--- src/hdl/bse_pkg.sv ---
package bse_pkg;

	localparam int MAX_VARS_DEF = 6;
	localparam int TT_W_MAX = 64;
	localparam int NVARS_W = 3;
	localparam int IDX_W = 6;
	localparam int COEF_W = 8;
	localparam int SIZE_W = 7;

	localparam logic FUNC_WALSH = 1'b0;
	localparam logic FUNC_AUTOCORR = 1'b1;

	// Bit x of entry k is bit k of x: the truth table of variable k.
	localparam logic [5:0][TT_W_MAX-1:0] VAR_MASK = '{
		64'hFFFF_FFFF_0000_0000,
		64'hFFFF_0000_FFFF_0000,
		64'hFF00_FF00_FF00_FF00,
		64'hF0F0_F0F0_F0F0_F0F0,
		64'hCCCC_CCCC_CCCC_CCCC,
		64'hAAAA_AAAA_AAAA_AAAA
	};

	typedef struct packed {
		logic [IDX_W-1:0] idx;
		logic last;
		logic [SIZE_W-1:0] size;
	} tag_t;

endpackage

--- src/hdl/bse_ifs.sv ---
interface bse_in_if;
	logic valid;
	logic ready;
	logic [63:0] truth_table;
	logic [2:0] num_vars;
	logic func;

	modport source (output valid, truth_table, num_vars, func, input ready);
	modport sink (input valid, truth_table, num_vars, func, output ready);
endinterface

interface bse_out_if;
	logic valid;
	logic ready;
	logic signed [7:0] coefficient;
	logic [5:0] coeff_index;
	logic last;

	modport source (output valid, coefficient, coeff_index, last, input ready);
	modport sink (input valid, coefficient, coeff_index, last, output ready);
endinterface

--- src/hdl/boolean_spectrum_engine.sv ---
// Boolean spectrum engine.
// The input channel in_ch carries one truth table with its variable count and mode per
// transfer. The output channel out_ch returns 2^n coefficients for that table, in increasing
// index order, with last set on index 2^n-1. A variable count above MAX_VARS is taken as
// MAX_VARS.
// After a transfer on in_ch, ready stays low while the sequencer steps the row index through
// 2^n values, one per cycle while the output is not stalled. The row index steps a single
// shared mismatch and popcount unit, which has two register stages, so the first coefficient
// appears after those two registers, and the rest follow one per cycle while the output is
// not stalled.
// When the receiver holds ready low, the output register keeps its coefficient and the
// whole pipeline and the row counter stop until the transfer completes.
// Reset clears the sequencer and the pipeline valid bits; the block then accepts a new
// item at once.
module boolean_spectrum_engine #(
	parameter int MAX_VARS = bse_pkg::MAX_VARS_DEF
) (
	input logic clk,
	input logic arst_n,
	bse_in_if.sink in_ch,
	bse_out_if.source out_ch
);

	localparam int TT_W = 1 << MAX_VARS;
	localparam int W_W = MAX_VARS;

	logic busy_q;
	logic [W_W-1:0] w_q;
	logic [W_W-1:0] last_w_q;
	logic mode_q;
	logic [TT_W-1:0] tt_q;
	logic [TT_W-1:0] mask_q;
	logic [bse_pkg::SIZE_W-1:0] size_q;

	logic [bse_pkg::NVARS_W-1:0] n_sat;
	logic [TT_W-1:0] mask_d;
	logic [TT_W-1:0] perm_v;
	logic [TT_W-1:0] swap_v;
	logic [TT_W-1:0] lin_v;
	logic [TT_W-1:0] vec;
	logic in_xfer;
	logic issue;
	logic adv;
	bse_pkg::tag_t tag;

	assign in_ch.ready = !busy_q;
	assign in_xfer = in_ch.valid && !busy_q;
	assign issue = busy_q && adv;

	always_comb begin
		n_sat = (in_ch.num_vars > bse_pkg::NVARS_W'(MAX_VARS)) ?
			bse_pkg::NVARS_W'(MAX_VARS) : in_ch.num_vars;
		for (int x = 0; x < TT_W; x++) begin
			mask_d[x] = (x < (1 << n_sat));
		end
	end

	always_comb begin
		perm_v = tt_q;
		lin_v = '0;
		for (int k = 0; k < MAX_VARS; k++) begin
			swap_v = perm_v;
			if (w_q[k]) begin
				for (int x = 0; x < TT_W; x++) begin
					perm_v[x] = swap_v[x ^ (1 << k)];
				end
				lin_v = lin_v ^ bse_pkg::VAR_MASK[k][TT_W-1:0];
			end
		end
		vec = (tt_q ^ ((mode_q == bse_pkg::FUNC_AUTOCORR) ? perm_v : lin_v)) & mask_q;
	end

	assign tag.idx = bse_pkg::IDX_W'(w_q);
	assign tag.last = (w_q == last_w_q);
	assign tag.size = size_q;

	always_ff @(posedge clk or negedge arst_n) begin
		if (!arst_n) begin
			busy_q <= 1'b0;
			w_q <= '0;
		end else if (in_xfer) begin
			busy_q <= 1'b1;
			w_q <= '0;
		end else if (issue) begin
			w_q <= w_q + W_W'(1);
			if (w_q == last_w_q) begin
				busy_q <= 1'b0;
			end
		end
	end

	always_ff @(posedge clk) begin
		if (in_xfer) begin
			tt_q <= in_ch.truth_table[TT_W-1:0] & mask_d;
			mask_q <= mask_d;
			mode_q <= in_ch.func;
			last_w_q <= W_W'((32'd1 << n_sat) - 32'd1);
			size_q <= bse_pkg::SIZE_W'(32'd1 << n_sat);
		end
	end

	bse_coeff_unit #(
		.VEC_W(TT_W)
	) u_coeff (
		.clk(clk),
		.arst_n(arst_n),
		.issue(issue),
		.vec(vec),
		.tag(tag),
		.adv(adv),
		.out_ch(out_ch)
	);

endmodule

--- src/hdl/bse_coeff_unit.sv ---
module bse_coeff_unit #(
	parameter int VEC_W = bse_pkg::TT_W_MAX
) (
	input logic clk,
	input logic arst_n,
	input logic issue,
	input logic [VEC_W-1:0] vec,
	input bse_pkg::tag_t tag,
	output logic adv,
	bse_out_if.source out_ch
);

	localparam int CHUNK = (VEC_W < 8) ? VEC_W : 8;
	localparam int NCHUNK = VEC_W / CHUNK;
	localparam int CNT_W = $clog2(CHUNK + 1);
	localparam int POP_W = $clog2(VEC_W + 1);

	logic [NCHUNK-1:0][CNT_W-1:0] cnt_d;
	logic [NCHUNK-1:0][CNT_W-1:0] cnt_s1;
	logic valid_s1;
	bse_pkg::tag_t tag_s1;
	logic [POP_W-1:0] pop;
	logic [bse_pkg::COEF_W-1:0] coef_d;

	logic out_valid_q;
	logic [bse_pkg::COEF_W-1:0] coef_q;
	logic [bse_pkg::IDX_W-1:0] idx_q;
	logic last_q;

	assign adv = !out_valid_q || out_ch.ready;

	always_comb begin
		for (int c = 0; c < NCHUNK; c++) begin
			cnt_d[c] = '0;
			for (int b = 0; b < CHUNK; b++) begin
				cnt_d[c] = cnt_d[c] + CNT_W'(vec[c*CHUNK + b]);
			end
		end
	end

	always_comb begin
		pop = '0;
		for (int c = 0; c < NCHUNK; c++) begin
			pop = pop + POP_W'(cnt_s1[c]);
		end
		coef_d = bse_pkg::COEF_W'(tag_s1.size) - bse_pkg::COEF_W'({pop, 1'b0});
	end

	always_ff @(posedge clk or negedge arst_n) begin
		if (!arst_n) begin
			valid_s1 <= 1'b0;
			out_valid_q <= 1'b0;
		end else if (adv) begin
			valid_s1 <= issue;
			out_valid_q <= valid_s1;
		end
	end

	always_ff @(posedge clk) begin
		if (adv && issue) begin
			cnt_s1 <= cnt_d;
			tag_s1 <= tag;
		end
		if (adv && valid_s1) begin
			coef_q <= coef_d;
			idx_q <= tag_s1.idx;
			last_q <= tag_s1.last;
		end
	end

	assign out_ch.valid = out_valid_q;
	assign out_ch.coefficient = $signed(coef_q);
	assign out_ch.coeff_index = idx_q;
	assign out_ch.last = last_q;

endmodule

--- src/flat_wrapper.sv ---
// flat-port wrapper written by rule: the top's interface ports become plain ports
module boolean_spectrum_engine_flat 
#(
	parameter int MAX_VARS = bse_pkg::MAX_VARS_DEF
)
  (clk, arst_n, in_ch_valid, in_ch_truth_table, in_ch_num_vars, in_ch_func, in_ch_ready, out_ch_valid, out_ch_coefficient, out_ch_coeff_index, out_ch_last, out_ch_ready);
  bse_in_if in_ch_i ();
  bse_out_if out_ch_i ();
  input logic clk;
  input logic arst_n;
  input wire logic [$bits(in_ch_i.valid)-1:0] in_ch_valid;
  input wire logic [$bits(in_ch_i.truth_table)-1:0] in_ch_truth_table;
  input wire logic [$bits(in_ch_i.num_vars)-1:0] in_ch_num_vars;
  input wire logic [$bits(in_ch_i.func)-1:0] in_ch_func;
  output wire logic [$bits(in_ch_i.ready)-1:0] in_ch_ready;
  output wire logic [$bits(out_ch_i.valid)-1:0] out_ch_valid;
  output wire logic [$bits(out_ch_i.coefficient)-1:0] out_ch_coefficient;
  output wire logic [$bits(out_ch_i.coeff_index)-1:0] out_ch_coeff_index;
  output wire logic [$bits(out_ch_i.last)-1:0] out_ch_last;
  input wire logic [$bits(out_ch_i.ready)-1:0] out_ch_ready;
  assign in_ch_i.valid = in_ch_valid;
  assign in_ch_i.truth_table = in_ch_truth_table;
  assign in_ch_i.num_vars = in_ch_num_vars;
  assign in_ch_i.func = in_ch_func;
  assign in_ch_ready = in_ch_i.ready;
  assign out_ch_valid = out_ch_i.valid;
  assign out_ch_coefficient = out_ch_i.coefficient;
  assign out_ch_coeff_index = out_ch_i.coeff_index;
  assign out_ch_last = out_ch_i.last;
  assign out_ch_i.ready = out_ch_ready;
  boolean_spectrum_engine #(.MAX_VARS(MAX_VARS)) u_core (.clk(clk), .arst_n(arst_n), .in_ch(in_ch_i), .out_ch(out_ch_i));
endmodule
--- config.mk ---
export PLATFORM = sky130hd
export DESIGN_NAME = boolean_spectrum_engine_flat
export DESIGN_NICKNAME = d
export VERILOG_FILES = /design/src/hdl/bse_pkg.sv /design/src/hdl/bse_ifs.sv /design/src/hdl/boolean_spectrum_engine.sv /design/src/hdl/bse_coeff_unit.sv /design/src/flat_wrapper.sv
export SDC_FILE = /design/constraint.sdc
export NUM_CORES = 1
export LEC_CHECK = 0
export BUFFER_PORTS_ARGS = -buffer_cell sky130_fd_sc_hd__buf_2
export CAP_MARGIN = 20
export CELL_PAD_IN_SITES_DETAIL_PLACEMENT = 1
export CELL_PAD_IN_SITES_GLOBAL_PLACEMENT = 1
export CORE_ASPECT_RATIO = 1.25
export CORE_MARGIN = 4
export CORE_UTILIZATION = 45
export DETAILED_ROUTE_END_ITERATION = 12
export PLACE_DENSITY_LB_ADDON = 0.12
export SETUP_SLACK_MARGIN = 0.3
export SKIP_CTS_REPAIR_TIMING = 1
export SYNTH_ARGS = -nofsm -noshare
export SYNTH_HDL_FRONTEND = slang
export SYNTH_SLANG_ARGS = --single-unit
--- constraint.sdc ---
create_clock -name clk -period 8.2 [get_ports clk]
set_clock_uncertainty 0.1 [all_clocks]
set_input_delay 1.64 -clock clk [delete_from_list [all_inputs] [get_ports clk]]
set_output_delay 1.64 -clock clk [all_outputs]
set_load 0.02 [all_outputs]
### Yosys cells after proc, flatten, opt, wreduce, memory -nomap -nowiden

Cells that the tools add are included.

* add/sub/neg operators: 66
* $lt $le $gt $ge: 65
* eq/ne operators: 1
* shift operators: 1
* mux-type cells: 19
* bitwise gates (word level): 8
* reduce and logical (&&, ||, !) cells: 10

Operators with widths (count)
* 7-bit by 32-bit less-than comparator with 1-bit output, first input constant: 32
* 64-bit 2-to-1 mux: 13
* 6-bit by 32-bit less-than comparator with 1-bit output, first input constant: 16
* 5-bit by 32-bit less-than comparator with 1-bit output, first input constant: 8
* 32-bit NOT: 5
* 4-bit by 1-bit adder with 4-bit output: 32
* 64-bit bitwise AND: 2
* 4-bit by 32-bit less-than comparator with 1-bit output, first input constant: 4
* 3-bit by 32-bit less-than comparator with 1-bit output, first input constant: 2
* 64-bit XOR: 1
* 3-bit by 1-bit adder with 4-bit output: 8
* 1-bit by 32-bit less-than comparator with 1-bit output, first input constant: 1
* 2-bit by 32-bit less-than comparator with 1-bit output, first input constant: 1
* 1-bit by 3-bit left shift with 32-bit output, first input constant: 1
* 7-bit by 4-bit adder with 7-bit output: 4
* 2-bit by 1-bit adder with 3-bit output: 8
* 1-bit by 1-bit adder with 2-bit output: 8
* 6-bit 2-to-1 mux: 2
* 7-bit by 8-bit subtractor with 8-bit output: 1
* 6-bit by 4-bit adder with 7-bit output: 1
* 5-bit by 4-bit adder with 6-bit output: 1
* 6-bit by 1-bit adder with 6-bit output, second input constant: 1
* 6-bit == test: 1
* 6-bit by 1-bit subtractor with 6-bit output, second input constant: 1
* other kinds (9): 16

* register bits after elaboration: 212
* input port bits: 72
* output and inout bits: 17
* logic and storage cells: 193

### Logic depth before layout (Yosys ltp)

* depth after elaboration: 21
* gate-level depth with buffers: 20
* mapped depth without buffers: 16

### By module

Synthesis repeated with hierarchy kept, for this count alone.

* cells, all modules: 1506
* area, all modules: 15483.6 µm²

By module, submodules not included
* boolean_spectrum_engine: instances 1, cells each 1162, area each 11119.4 µm², seq. area each 3268.1 µm²
* bse_coeff_unit: instances 1, cells each 344, area each 4364.2 µm², seq. area each 1881.8 µm²

### Worst setup path after synthesis

OpenSTA, ideal clock, no wires.

* path type: input -> register
* from: in in_ch_valid
* to: reg u_core.w_q[3]
* library setup time: 0.141 ns
* arrival: 6.906 ns
* required time: 7.959 ns
* path slack: 1.053 ns
* cell stages on the path: 4
* path buffers: 0
* path through: nor2b_1 nor2_1 o21ai_0 o21ai_0

* word-level cells in the longest chain between the ends: 2
* elaborated cells on any way between the ends: 3
* classes of those cells: mux (1); reduce/logical (2)

Ends and longest elaborated chain
* from (decl): line flat_wrapper.sv:11 `input wire logic [$bits(in_ch_i.valid)-1:0] in_ch_valid;`
* 1-bit logical AND *: line boolean_spectrum_engine.sv:47 `assign in_xfer = in_ch.valid && !busy_q;`
* 6-bit 2-to-1 mux / 2-bit nonzero test (equally long branches)
* to (signal assigned): line boolean_spectrum_engine.sv:85 `w_q <= w_q + W_W'(1);`
* to (decl): line boolean_spectrum_engine.sv:28 `logic [W_W-1:0] w_q;`

Mark *: on every way between the ends. The rest lies on a longest branch, timed or not.
A chain may end at the register's enable or synchronous reset.

==> metrics.md <==
| Metric | Value |
|---|---|
| CORE AREA | 0.0329 sq mm |
| R2R cell count | 17 |
| Number of global-route vias before repair | 13039 |
| Hold Crit Class | reg2reg |
| Top FF cell, synth | edfxtp_1 |
| RSZ-0062 raised after global routing | false |
| Clock Path Buffers | 2 |
| Fin crit period | 6320 ps |
| Yosys reg bits | 173 |
| Final nets | 1661 |
| Worst Path Required | 8320 ps |
| Top cell by count, worst path | fa_1 |
| Max-slew violations | 0 |
| First-pass GRT wire length | 87100 um |
| Synth-to-Final Area Change | 9.69% |
| Die Wd | 172 um |
| Clock Sinks | 173 |
| Reg area | 0.00516 sq mm |
| Post-route ant nets | 0 |
| R2r startpoint | u_core.w_q[3] |
| Critical Path AT | 6430 ps |
| Syn_area_per_cell | 10.4 sq um |
| # rows | 74 |
| Max-cap check violation count | 0 |
| Final Hold Viols | 0 |
| DRT iter0 DRCs | 1437 |
| Crit Path Class | reg2reg |
| Drt first pass iters | 8 |
| Non-Filler Instances | 1923 |
| Root buf cell | clkbuf_16 |
| Terminus of the critical flop-to-flop path | u_core.u_coeff.cnt_s1[10] |
| Total global-route track usage | 32.9% |
| Post-synth EDFFs | 164 |
| Reg clk slew, reported paths | 80 ps |
| Drt drc | 0 |
| HPWL after detailed placement | 45100 um |
| Distinct cells, synth | 68 |
| CP endpoint | u_core.u_coeff.cnt_s1[10] |
| Crit path largest cell delay | 820 ps |
| Fmax achieved | 158 MHz |
| Measured slew at the worst slew-check pin | 1020 ps |
| Final Cycle Share | 77.0% |
| Synth Cell Area | 0.0151 sq mm |
| Commonest non-fill, non-tap cells in the layout | edfxtp_1, inv_1, o22ai_1, buf_2, nor2_1 |
| Num ports | 89 |
| Synth warn | 0 |
| Multi-input gate area | 0.00909 sq mm |
| Crit-path max FO | 40 |
| Slew HR | 30.3% |
| CTS Buf Count | 17 |
| Antenna diode count | 0 |
| Port-buffer cells | 88 |
| Synth async-reset ratio | 5.20% |
| Wire per inst | 31.0 um |
| H-tree Lvls | 4 |
| CTS tree | done |
| Setup-failing EPs final | 0 |
| Setup TNS | 0 ps |
| Starting Density | 46.0% |
| Routed via count | 12828 |
| Initial antenna violation count | 3 |
| Final WL | 59700 um |
| GPL Wtd Cong | 0.991 |
| Crit-path cells | buf_4 > or2_2 > o22ai_1 > or2_2 > mux4_2 > o22ai_1 > xor2_1 > and2_1 > fa_1 > inv_1 > fa_1 > inv_1 > fa_1 > ha_1 > inv_1 > fa_1 > xnor2_1 |
| Vias per inst | 6.67 |
| Worst skew pair latency | 470 ps |
| Worst path slowest cell | or2_2 |
| Crit path launch | u_core.w_q[3] |
| Status | finished, final reports clean |
| Crit. End Element | register |
| Placed Cells | 1889 |
| Die height | 213 um |
| Largest net degree at the start of global routing | 80 |
| CP Launch Type | register |
| Syn_nets | 1623 |
| Global route overflow | 0 |
| Fillers | 3606 |
| Layout cells sized above 1 | 20.7% |
| DIE AREA | 0.0366 sq mm |
| Most common cell after layout, fill and taps aside | edfxtp_1 |
| Sequential area share after synthesis | 34.1% |
| Synth Instances | 1454 |
| Worst R2R Setup Slack | 1880 ps |
==> worst min-delay path by stage <==
| stage | start | end | cells past startpoint |
|---|---|---|---|
| floorplan | u_core.u_coeff.tag_s1[8] | u_core.u_coeff.out_ch.coeff_index[0] | 0 |
| global placement | u_core.size_q[3] | u_core.u_coeff.tag_s1[3] | 0 |
| detailed placement | u_core.size_q[2] | u_core.u_coeff.tag_s1[2] | 0 |
| CTS | u_core.u_coeff.tag_s1[13] | u_core.u_coeff.out_ch.coeff_index[5] | 0 |
| global route | u_core.u_coeff.tag_s1[13] | u_core.u_coeff.out_ch.coeff_index[5] | 0 |
| finish | u_core.u_coeff.tag_s1[13] | u_core.u_coeff.out_ch.coeff_index[5] | 0 |
==> cells by family after synthesis <==
kind of cell | Yosys count | share of synthesized area, %
muxes | 183 | 16.9
and+or+nand+nor | 371 | 12.8
adders and majority gates | 97 | 10.8
buffers and inverters | 213 | 5.89
other | 1 | 0.0248
DFF | 173 | 34.1
AOI/OAI and AO/OA | 339 | 15.1
xor gates and xnor gates | 77 | 4.46
==> through the flow <==
stage | util, % | area (sq um) | hold WS, ps | setup slack (ps)
2_1_floorplan | - | 15100 | 300 | 1050
3_3_place_gp | 48.4 | 15900 | 300 | 1930
3_5_place_dp | 48.4 | 15900 | 305 | 1800
4_1_cts | 50.3 | 16500 | 317 | 1800
5_1_grt | 50.4 | 16600 | 326 | 1660
6_report | 50.4 | 16600 | 321 | 1880
==> metal layers <==
| metal | wire (um) | global-route usage, % | vias up |
|---|---|---|---|
| met5 | 27 | 0 | - |
| met4 | 3560 | 16.9 | 4 |
| met3 | 4230 | 4.91 | 167 |
| met2 | 28500 | 53.6 | 650 |
| met1 | 23300 | 42.6 | 6520 |
| li1 | - | - | 5487 |
==> critical path, delay by kind of cell, from the launching register on <==
family | cells | cell delay, ps
AO/OA/AOI/OAI | 2 | 460
XOR/XNOR | 2 | 250
adder cells (fa/ha/maj) | 5 | 2180
buffers and inverters | 4 | 620
flip-flops | 1 | 450
multiplexers | 1 | 580
AND/OR/NAND/NOR | 3 | 1400
==> area by class of cell <==
type,instances,share of cell area [%]
repair buffers,128,4.74
inverters,104,2.36
well taps,418,3.16
clock inverters,15,1.22
flip-flops and latches,173,31.1
multi-input cells,1068,54.8
clock buffers,17,2.57
==> state kept, by name (all words and copies together) (netlist names), 5 cells and up <==
register                           flops
u_core.u_coeff.out_ch.coefficient      8
u_core.u_coeff.out_ch.coeff_index      6
u_core.u_coeff.tag_s1                 14
u_core.u_coeff.cnt_s1                 32
u_core.last_w_q                        5
u_core.size_q                          7
u_core.tt_q                           64
u_core.w_q                             6
u_core.mask_q                         26
==> synthesized netlist by cell type, types with 6 or more instances <==
cell | instances | area [sq um]
dfrtp_1 | 9 | 225
and3b_1 | 6 | 52.6
clkbuf_1 | 71 | 267
and3_1 | 36 | 225
nor3_1 | 25 | 125
o2bb2ai_1 | 7 | 61.3
o21ai_0 | 60 | 300
mux4_2 | 50 | 1130
a211oi_1 | 15 | 113
buf_1 | 11 | 41.3
o221ai_1 | 20 | 175
a22oi_1 | 16 | 120
nand2b_1 | 19 | 119
a221oi_1 | 12 | 105
ha_1 | 41 | 513
a21o_1 | 6 | 45.0
and2_1 | 65 | 407
buf_6 | 7 | 78.8
nand2_1 | 70 | 263
o21a_1 | 6 | 45.0
nor2_1 | 81 | 304
or2_2 | 25 | 156
nand3_1 | 7 | 35.0
xnor2_1 | 38 | 333
xor2_1 | 39 | 342
buf_2 | 15 | 75.1
nor2b_1 | 13 | 81.3
or3_1 | 6 | 37.5
fa_1 | 56 | 1120
o22ai_1 | 97 | 607
a31oi_1 | 7 | 43.8
inv_1 | 101 | 379
edfxtp_1 | 164 | 4920
mux2i_1 | 64 | 641
mux2_2 | 63 | 709
a21oi_1 | 39 | 195
Power is not shown: default switching activity piles up to over one toggle a cycle in this logic, so the estimate is an artifact.
